[src/hw/rtl/tsni_pkg.sv]
// shared types and constants for the tls server-name extractor
// used by the controller, the datapath and the top level
package tsni_pkg;

  localparam int MAX_BYTES_DEF = 2048;
  localparam int MAX_NAME_DEF  = 256;

  localparam int POS_W       = 17;
  localparam int LEN_W       = 9;
  localparam int CHUNK_BYTES = 4;

  localparam logic [7:0]  REC_HANDSHAKE   = 8'h16;
  localparam logic [7:0]  VER_MAJOR       = 8'h03;
  localparam logic [7:0]  HS_CLIENT_HELLO = 8'h01;
  localparam logic [7:0]  NAME_TYPE_HOST  = 8'h00;
  localparam logic [15:0] EXT_SERVER_NAME = 16'h0000;

  localparam int HDR_LEN     = 5;
  localparam int RANDOM_LEN  = 32;
  localparam int HELLO_FIXED = HDR_LEN + 4 + 2 + RANDOM_LEN;

  typedef enum logic [1:0] {
    ST_FOUND = 2'd0,
    ST_NONE  = 2'd1,
    ST_LONG  = 2'd2
  } status_t;

  typedef enum logic [3:0] {
    OP_NONE         = 4'd0,
    OP_LD_HI        = 4'd1,
    OP_LD_REC       = 4'd2,
    OP_POS_INIT     = 4'd3,
    OP_POS_ADD_B1   = 4'd4,
    OP_POS_ADD_W2   = 4'd5,
    OP_LD_END       = 4'd6,
    OP_LD_ETYPE     = 4'd7,
    OP_LD_ELEN      = 4'd8,
    OP_POS_ADD_ELEN = 4'd9,
    OP_LD_NL        = 4'd10,
    OP_NAME_INIT    = 4'd11
  } dp_op_t;

  typedef struct packed {
    logic       wr;
    logic       cnt_clr;
    logic       rd_en;
    logic       rd_pos;
    logic [2:0] rd_off;
    dp_op_t     op;
    logic       fetch;
    logic       out_chunk;
    logic       out_none;
    logic       out_long;
  } dp_cmd_t;

  typedef struct packed {
    logic cnt_lt5;
    logic cnt_le5;
    logic rec_short;
    logic b_hdr;
    logic b_ver;
    logic b_hello;
    logic b_host;
    logic p1_gt_n;
    logic p2_gt_n;
    logic walk_done;
    logic ext_zero;
    logic ext_fit;
    logic name_fit;
    logic nl_zero;
    logic nl_big;
    logic chunk_ready;
    logic name_last;
    logic out_free;
  } dp_stat_t;

endpackage

[src/hw/rtl/tsni_ctrl.sv]
// controller sequencing byte capture, record parse and chunk output
// depends on tsni_pkg
module tsni_ctrl (
  input  logic               clk,
  input  logic               rst,
  input  logic               byte_valid,
  input  logic               last_byte,
  output logic               byte_stall,
  input  tsni_pkg::dp_stat_t stat,
  output tsni_pkg::dp_cmd_t  cmd
);

  import tsni_pkg::*;

  typedef enum logic [30:0] {
    S_RECV     = 31'h0000_0001,
    S_HDR0     = 31'h0000_0002,
    S_HDR1     = 31'h0000_0004,
    S_HDR2     = 31'h0000_0008,
    S_HDR3     = 31'h0000_0010,
    S_HDR4     = 31'h0000_0020,
    S_HDR5     = 31'h0000_0040,
    S_HDR6     = 31'h0000_0080,
    S_SID      = 31'h0000_0100,
    S_SID_CHK  = 31'h0000_0200,
    S_CS_HI    = 31'h0000_0400,
    S_CS_LO    = 31'h0000_0800,
    S_CS_CHK   = 31'h0000_1000,
    S_CM       = 31'h0000_2000,
    S_CM_CHK   = 31'h0000_4000,
    S_EL_HI    = 31'h0000_8000,
    S_EL_LO    = 31'h0001_0000,
    S_EXT      = 31'h0002_0000,
    S_ET_HI    = 31'h0004_0000,
    S_ET_LO    = 31'h0008_0000,
    S_EN_HI    = 31'h0010_0000,
    S_EN_LO    = 31'h0020_0000,
    S_SNI      = 31'h0040_0000,
    S_SNI_TYPE = 31'h0080_0000,
    S_NL_HI    = 31'h0100_0000,
    S_NL_LO    = 31'h0200_0000,
    S_NL_CHK   = 31'h0400_0000,
    S_FETCH    = 31'h0800_0000,
    S_OUT      = 31'h1000_0000,
    S_NONE     = 31'h2000_0000,
    S_LONG     = 31'h4000_0000
  } state_t;

  state_t state;
  state_t state_next;

  assign byte_stall = (state != S_RECV);

  always_ff @(posedge clk) begin
    if (rst) begin
      state <= S_RECV;
    end else begin
      state <= state_next;
    end
  end

  always_comb begin
    state_next = state;
    cmd        = '0;
    cmd.op     = OP_NONE;
    case (state)
      S_RECV: begin
        cmd.wr = byte_valid;
        if (byte_valid && last_byte) begin
          state_next = S_HDR0;
        end
      end
      S_HDR0: begin
        if (stat.cnt_lt5) begin
          state_next = S_NONE;
        end else begin
          cmd.rd_en  = 1'b1;
          cmd.rd_off = 3'd0;
          state_next = S_HDR1;
        end
      end
      S_HDR1: begin
        if (!stat.b_hdr) begin
          state_next = S_NONE;
        end else begin
          cmd.rd_en  = 1'b1;
          cmd.rd_off = 3'd1;
          state_next = S_HDR2;
        end
      end
      S_HDR2: begin
        if (!stat.b_ver) begin
          state_next = S_NONE;
        end else begin
          cmd.rd_en  = 1'b1;
          cmd.rd_off = 3'd3;
          state_next = S_HDR3;
        end
      end
      S_HDR3: begin
        cmd.op     = OP_LD_HI;
        cmd.rd_en  = 1'b1;
        cmd.rd_off = 3'd4;
        state_next = S_HDR4;
      end
      S_HDR4: begin
        cmd.op     = OP_LD_REC;
        state_next = S_HDR5;
      end
      S_HDR5: begin
        if (stat.rec_short || stat.cnt_le5) begin
          state_next = S_NONE;
        end else begin
          cmd.rd_en  = 1'b1;
          cmd.rd_off = 3'(HDR_LEN);
          cmd.op     = OP_POS_INIT;
          state_next = S_HDR6;
        end
      end
      S_HDR6: begin
        if (!stat.b_hello || stat.p1_gt_n) begin
          state_next = S_NONE;
        end else begin
          cmd.rd_en  = 1'b1;
          cmd.rd_pos = 1'b1;
          state_next = S_SID;
        end
      end
      S_SID: begin
        cmd.op     = OP_POS_ADD_B1;
        state_next = S_SID_CHK;
      end
      S_SID_CHK: begin
        if (stat.p2_gt_n) begin
          state_next = S_NONE;
        end else begin
          cmd.rd_en  = 1'b1;
          cmd.rd_pos = 1'b1;
          state_next = S_CS_HI;
        end
      end
      S_CS_HI: begin
        cmd.op     = OP_LD_HI;
        cmd.rd_en  = 1'b1;
        cmd.rd_pos = 1'b1;
        cmd.rd_off = 3'd1;
        state_next = S_CS_LO;
      end
      S_CS_LO: begin
        cmd.op     = OP_POS_ADD_W2;
        state_next = S_CS_CHK;
      end
      S_CS_CHK: begin
        if (stat.p1_gt_n) begin
          state_next = S_NONE;
        end else begin
          cmd.rd_en  = 1'b1;
          cmd.rd_pos = 1'b1;
          state_next = S_CM;
        end
      end
      S_CM: begin
        cmd.op     = OP_POS_ADD_B1;
        state_next = S_CM_CHK;
      end
      S_CM_CHK: begin
        if (stat.p2_gt_n) begin
          state_next = S_NONE;
        end else begin
          cmd.rd_en  = 1'b1;
          cmd.rd_pos = 1'b1;
          state_next = S_EL_HI;
        end
      end
      S_EL_HI: begin
        cmd.op     = OP_LD_HI;
        cmd.rd_en  = 1'b1;
        cmd.rd_pos = 1'b1;
        cmd.rd_off = 3'd1;
        state_next = S_EL_LO;
      end
      S_EL_LO: begin
        cmd.op     = OP_LD_END;
        state_next = S_EXT;
      end
      S_EXT: begin
        if (stat.walk_done) begin
          state_next = S_NONE;
        end else begin
          cmd.rd_en  = 1'b1;
          cmd.rd_pos = 1'b1;
          state_next = S_ET_HI;
        end
      end
      S_ET_HI: begin
        cmd.op     = OP_LD_HI;
        cmd.rd_en  = 1'b1;
        cmd.rd_pos = 1'b1;
        cmd.rd_off = 3'd1;
        state_next = S_ET_LO;
      end
      S_ET_LO: begin
        cmd.op     = OP_LD_ETYPE;
        cmd.rd_en  = 1'b1;
        cmd.rd_pos = 1'b1;
        cmd.rd_off = 3'd2;
        state_next = S_EN_HI;
      end
      S_EN_HI: begin
        cmd.op     = OP_LD_HI;
        cmd.rd_en  = 1'b1;
        cmd.rd_pos = 1'b1;
        cmd.rd_off = 3'd3;
        state_next = S_EN_LO;
      end
      S_EN_LO: begin
        cmd.op     = OP_LD_ELEN;
        state_next = S_SNI;
      end
      S_SNI: begin
        if (stat.ext_zero && stat.ext_fit) begin
          cmd.rd_en  = 1'b1;
          cmd.rd_pos = 1'b1;
          cmd.rd_off = 3'd2;
          state_next = S_SNI_TYPE;
        end else begin
          cmd.op     = OP_POS_ADD_ELEN;
          state_next = S_EXT;
        end
      end
      S_SNI_TYPE: begin
        if (!stat.b_host) begin
          cmd.op     = OP_POS_ADD_ELEN;
          state_next = S_EXT;
        end else begin
          cmd.rd_en  = 1'b1;
          cmd.rd_pos = 1'b1;
          cmd.rd_off = 3'd3;
          state_next = S_NL_HI;
        end
      end
      S_NL_HI: begin
        cmd.op     = OP_LD_HI;
        cmd.rd_en  = 1'b1;
        cmd.rd_pos = 1'b1;
        cmd.rd_off = 3'd4;
        state_next = S_NL_LO;
      end
      S_NL_LO: begin
        cmd.op     = OP_LD_NL;
        state_next = S_NL_CHK;
      end
      S_NL_CHK: begin
        if (!stat.name_fit) begin
          cmd.op     = OP_POS_ADD_ELEN;
          state_next = S_EXT;
        end else if (stat.nl_zero) begin
          state_next = S_NONE;
        end else if (stat.nl_big) begin
          state_next = S_LONG;
        end else begin
          cmd.op     = OP_NAME_INIT;
          state_next = S_FETCH;
        end
      end
      S_FETCH: begin
        cmd.fetch = 1'b1;
        if (stat.chunk_ready) begin
          state_next = S_OUT;
        end
      end
      S_OUT: begin
        if (stat.out_free) begin
          cmd.out_chunk = 1'b1;
          if (stat.name_last) begin
            cmd.cnt_clr = 1'b1;
            state_next  = S_RECV;
          end else begin
            state_next = S_FETCH;
          end
        end
      end
      S_NONE: begin
        if (stat.out_free) begin
          cmd.out_none = 1'b1;
          cmd.cnt_clr  = 1'b1;
          state_next   = S_RECV;
        end
      end
      S_LONG: begin
        if (stat.out_free) begin
          cmd.out_long = 1'b1;
          cmd.cnt_clr  = 1'b1;
          state_next   = S_RECV;
        end
      end
      default: begin
        state_next = S_RECV;
      end
    endcase
  end

endmodule

[config.mk]
export PLATFORM = sky130hd
export DESIGN_NAME = tsni_ctrl
export DESIGN_NICKNAME = d
export VERILOG_FILES = /design/src/hw/rtl/tsni_pkg.sv /design/src/hw/rtl/tsni_ctrl.sv
export SDC_FILE = /design/constraint.sdc
export NUM_CORES = 1
export LEC_CHECK = 0
export BUFFER_PORTS_ARGS = -buffer_cell sky130_fd_sc_hd__buf_2
export CAP_MARGIN = 20
export CELL_PAD_IN_SITES_DETAIL_PLACEMENT = 0
export CELL_PAD_IN_SITES_GLOBAL_PLACEMENT = 2
export CORE_MARGIN = 2
export CORE_UTILIZATION = 34
export DETAILED_ROUTE_END_ITERATION = 7
export GPL_ROUTABILITY_DRIVEN = 0
export PLACE_DENSITY_LB_ADDON = 0.1
export SLEW_MARGIN = 40
export SYNTH_ARGS = -nofsm -noshare
export SYNTH_HDL_FRONTEND = slang
export SYNTH_SLANG_ARGS = --single-unit
[constraint.sdc]
create_clock -name clk -period 6.1 [get_ports clk]
set_clock_uncertainty 0.2 [all_clocks]
set_input_delay 0.305 -clock clk [delete_from_list [all_inputs] [get_ports clk]]
set_output_delay 0.305 -clock clk [all_outputs]
set_load 0.02 [all_outputs]
==> results.sh <==
export IMPL_cts_htree_levels=2
export IMPL_dr_total_vias=2273
export IMPL_setup_viol=0
export IMPL_seq_power_share_pct=42.6
export IMPL_crit_path_max_fanout=9
export IMPL_wl_um=6380
export IMPL_wl_per_cell_um=16.0
export IMPL_rsz0062_at_grt="false"
export IMPL_synth_distinct_cells=51
export IMPL_ant_nets=0
export IMPL_grt_ovfl_total=0
export IMPL_dieArea_sq_mm=0.00710
export IMPL_r2r_slack_ns=3.45
export IMPL_tightestPinTransition_ns=0.615
export IMPL_synth_edff_count=0
export IMPL_async_reset_ff_share_pct=0
export IMPL_criticalPathCategory="register to primary output"
export IMPL_synth_seq_area_share_pct=28.3
export IMPL_cts_tree="yes"
export IMPL_place_area_sq_mm=0.00239
export IMPL_cp_end_kind="primary output"
export IMPL_fin_area_sq_mm=0.00248
export IMPL_holdWs_ns=0.0252
export IMPL_cpMaxStageDelayCell="nor4_1"
export IMPL_cp_top_family="simple AND/OR/NAND/NOR gates"
export IMPL_diodes=0
export IMPL_ys_flop_type="dfxtp_1"
export IMPL_die_h_um=84.3
export IMPL_cts_resized=0
export IMPL_power_switching_w=0.000178
export IMPL_firstDrtPassIters=5
export IMPL_clockPowerShare_pct=32.2
export IMPL_critPathBufInv=1
export IMPL_yosys_warnings=0
export IMPL_power_switching_share_pct=35.2
export IMPL_fin_crit_ns=3.39
export IMPL_rr_startpoint="state[27]"
export IMPL_cts_path_max_buffers=2
export IMPL_status="completed"
export IMPL_grt_pass1_wl_um=10400
export IMPL_grt_max_degree=26
export IMPL_path_depth=7
export IMPL_finalCritPeriodShare_pct=55.6
export IMPL_maxSlewViolCount=0
export IMPL_r2r_cells=6
export IMPL_synth_seq_cells=31
export IMPL_path_clk_slew_ns=0.07
export IMPL_io_buffers=37
export IMPL_synthToLayoutAreaGrowth_pct=13.1
export IMPL_syn_inst=294
export IMPL_worst_slack_ns=2.71
export IMPL_crit_path_start_kind="register"
export IMPL_drtIter0Drc=87
export IMPL_drive_gt1_share_pct=17.3
export IMPL_comb_power_share_pct=25.3
export IMPL_largest_register_ffs=31
export IMPL_fin_tns_setup_ns=0
export IMPL_finalHoldViolations=0
export IMPL_reg_top3="state: 31 flops"
export IMPL_fp_row_count=29
export IMPL_grt_pass1_vias=2061
export IMPL_track_usage_pct=18.4
export IMPL_vias_per_cell=5.68
export IMPL_regMostFlops="state"
export IMPL_power_internal_w=0.000328
export IMPL_cts_root_buf="clkbuf_8"
export IMPL_post_cts_buffers=0
export IMPL_ir_drop_mv=0.120
export IMPL_antenna_found_initial=0
export IMPL_required_ns=5.59
export IMPL_postCtsHoldBufs=0
export IMPL_insertion_delay_ns=0.29
export IMPL_hold_path_class="input port to register"
export IMPL_cap_viol_max_count=0
export IMPL_clock_sinks=31
export IMPL_crit_start="state[27]"
export IMPL_io_pins=38
export IMPL_syn_nets=316
export IMPL_nets=344
export IMPL_core_area_sq_mm=0.00628
export IMPL_slew_limit_headroom_pct=58.6
export IMPL_synth_area_sq_mm=0.00219
export IMPL_p_leak_nw=1.01
export IMPL_drc=0
export IMPL_avgSynthCellArea_sq_um=7.45
export IMPL_fmax_mhz=295
export IMPL_worstSetupEndpoint="cmd[12]"
export IMPL_crit_arrival_ns=2.89
export IMPL_r2r_end="state[28]"
export IMPL_die_x_um=84.3
export IMPL_fin_util_pct=39.5
export IMPL_powerDensity_mw_per_mm2=204
export IMPL_layout_cells_most_common="nor2_1"
export IMPL_crit_chain="nor4_1 -> nand2_1 -> or4_1 -> a211o_1 -> o311a_1 -> nand4_1 -> buf_2"
export IMPL_final_cell_mix="nor2_1, buf_2, nand2_1"
export IMPL_max_stage_delay_ns=0.60
export IMPL_pre_cts_ws_ns=3.06
export IMPL_place_hpwl_um=5020
export IMPL_cts_buffers=5
export IMPL_start_util_pct=34.9
worst reg2reg max path, delay by kind of cell (launching register included):
kind             cells  cell delay [ns]
AND/OR/NAND/NOR      4             1.40
AO/OA/AOI/OAI        2             0.54
flip-flops           1             0.38
synthesized netlist by cell type (6+ instances only):
cell,number,area [sq um]
nor4_1,10,62.6
nor3_1,20,100
nand3b_1,6,45.0
dfxtp_1,31,621
inv_1,8,30.0
nand4_1,10,62.6
nand3_1,17,85.1
nor2_1,38,143
a21oi_1,8,40.0
o21ai_0,9,45.0
nor4b_1,7,61.3
clkbuf_1,11,41.3
nand2_1,32,120
xor2_1,6,52.6
nand2b_1,7,43.8
per-layer routing:
layer	track usage, %	up-vias	routed length [um]
met5	0	-	0
met4	4.40	0	68
met3	3.44	6	305
met2	27.9	55	2820
met1	27.0	1056	3190
li1	-	1156	-
how the worst min path moves through the flow:
stage             start   endpoint  slack [ns]  cells past startpoint
2_1_floorplan  stat[10]  state[13]        0.18                      1
6_report       stat[17]   state[2]        0.03                      2
4_1_cts        stat[17]   state[2]        0.01                      2
3_5_place_dp   stat[17]   state[2]        0.31                      2
3_3_place_gp   stat[17]   state[2]        0.32                      2
5_1_grt        stat[17]   state[2]        0.02                      2
area by class of cell:
cell class,count,area (sq um)
Timing Repair Buffer,37,185
Inverter,8,30.0
Sequential cell,31,621
Multi-Input combinational cell,239,1460
Fill cell,694,3800
Clock inverter,3,15.0
Clock buffer,5,68.8
Tap cell,77,96.3
metrics by stage:
step,total power [W],cells
2_1_floorplan,0.000309,294
3_3_place_gp,0.000349,392
3_5_place_dp,0.000347,392
4_1_cts,0.000512,400
5_1_grt,0.000539,400
6_report,0.000506,400
power groups by stage:
stage	logic, W	clock network (W)	registers (W)
floorplan	0.0000946	0	0.000214
detailed placement	0.000128	0	0.000220
global route	0.000143	0.000179	0.000217
finish	0.000128	0.000163	0.000215
CTS	0.000129	0.000168	0.000215
global placement	0.000129	0	0.000220
cells by family after synthesis:
kind of cell	count (synthesis)	share of synthesized area (%)
and+or+nand+nor	185	48.9
buffers and inverters	24	4.97
AOI/OAI and AO/OA	45	14.0
muxes	2	0.914
xor gates and xnor gates	7	2.80
DFF	31	28.3
(Power assumes the default switching activity.)
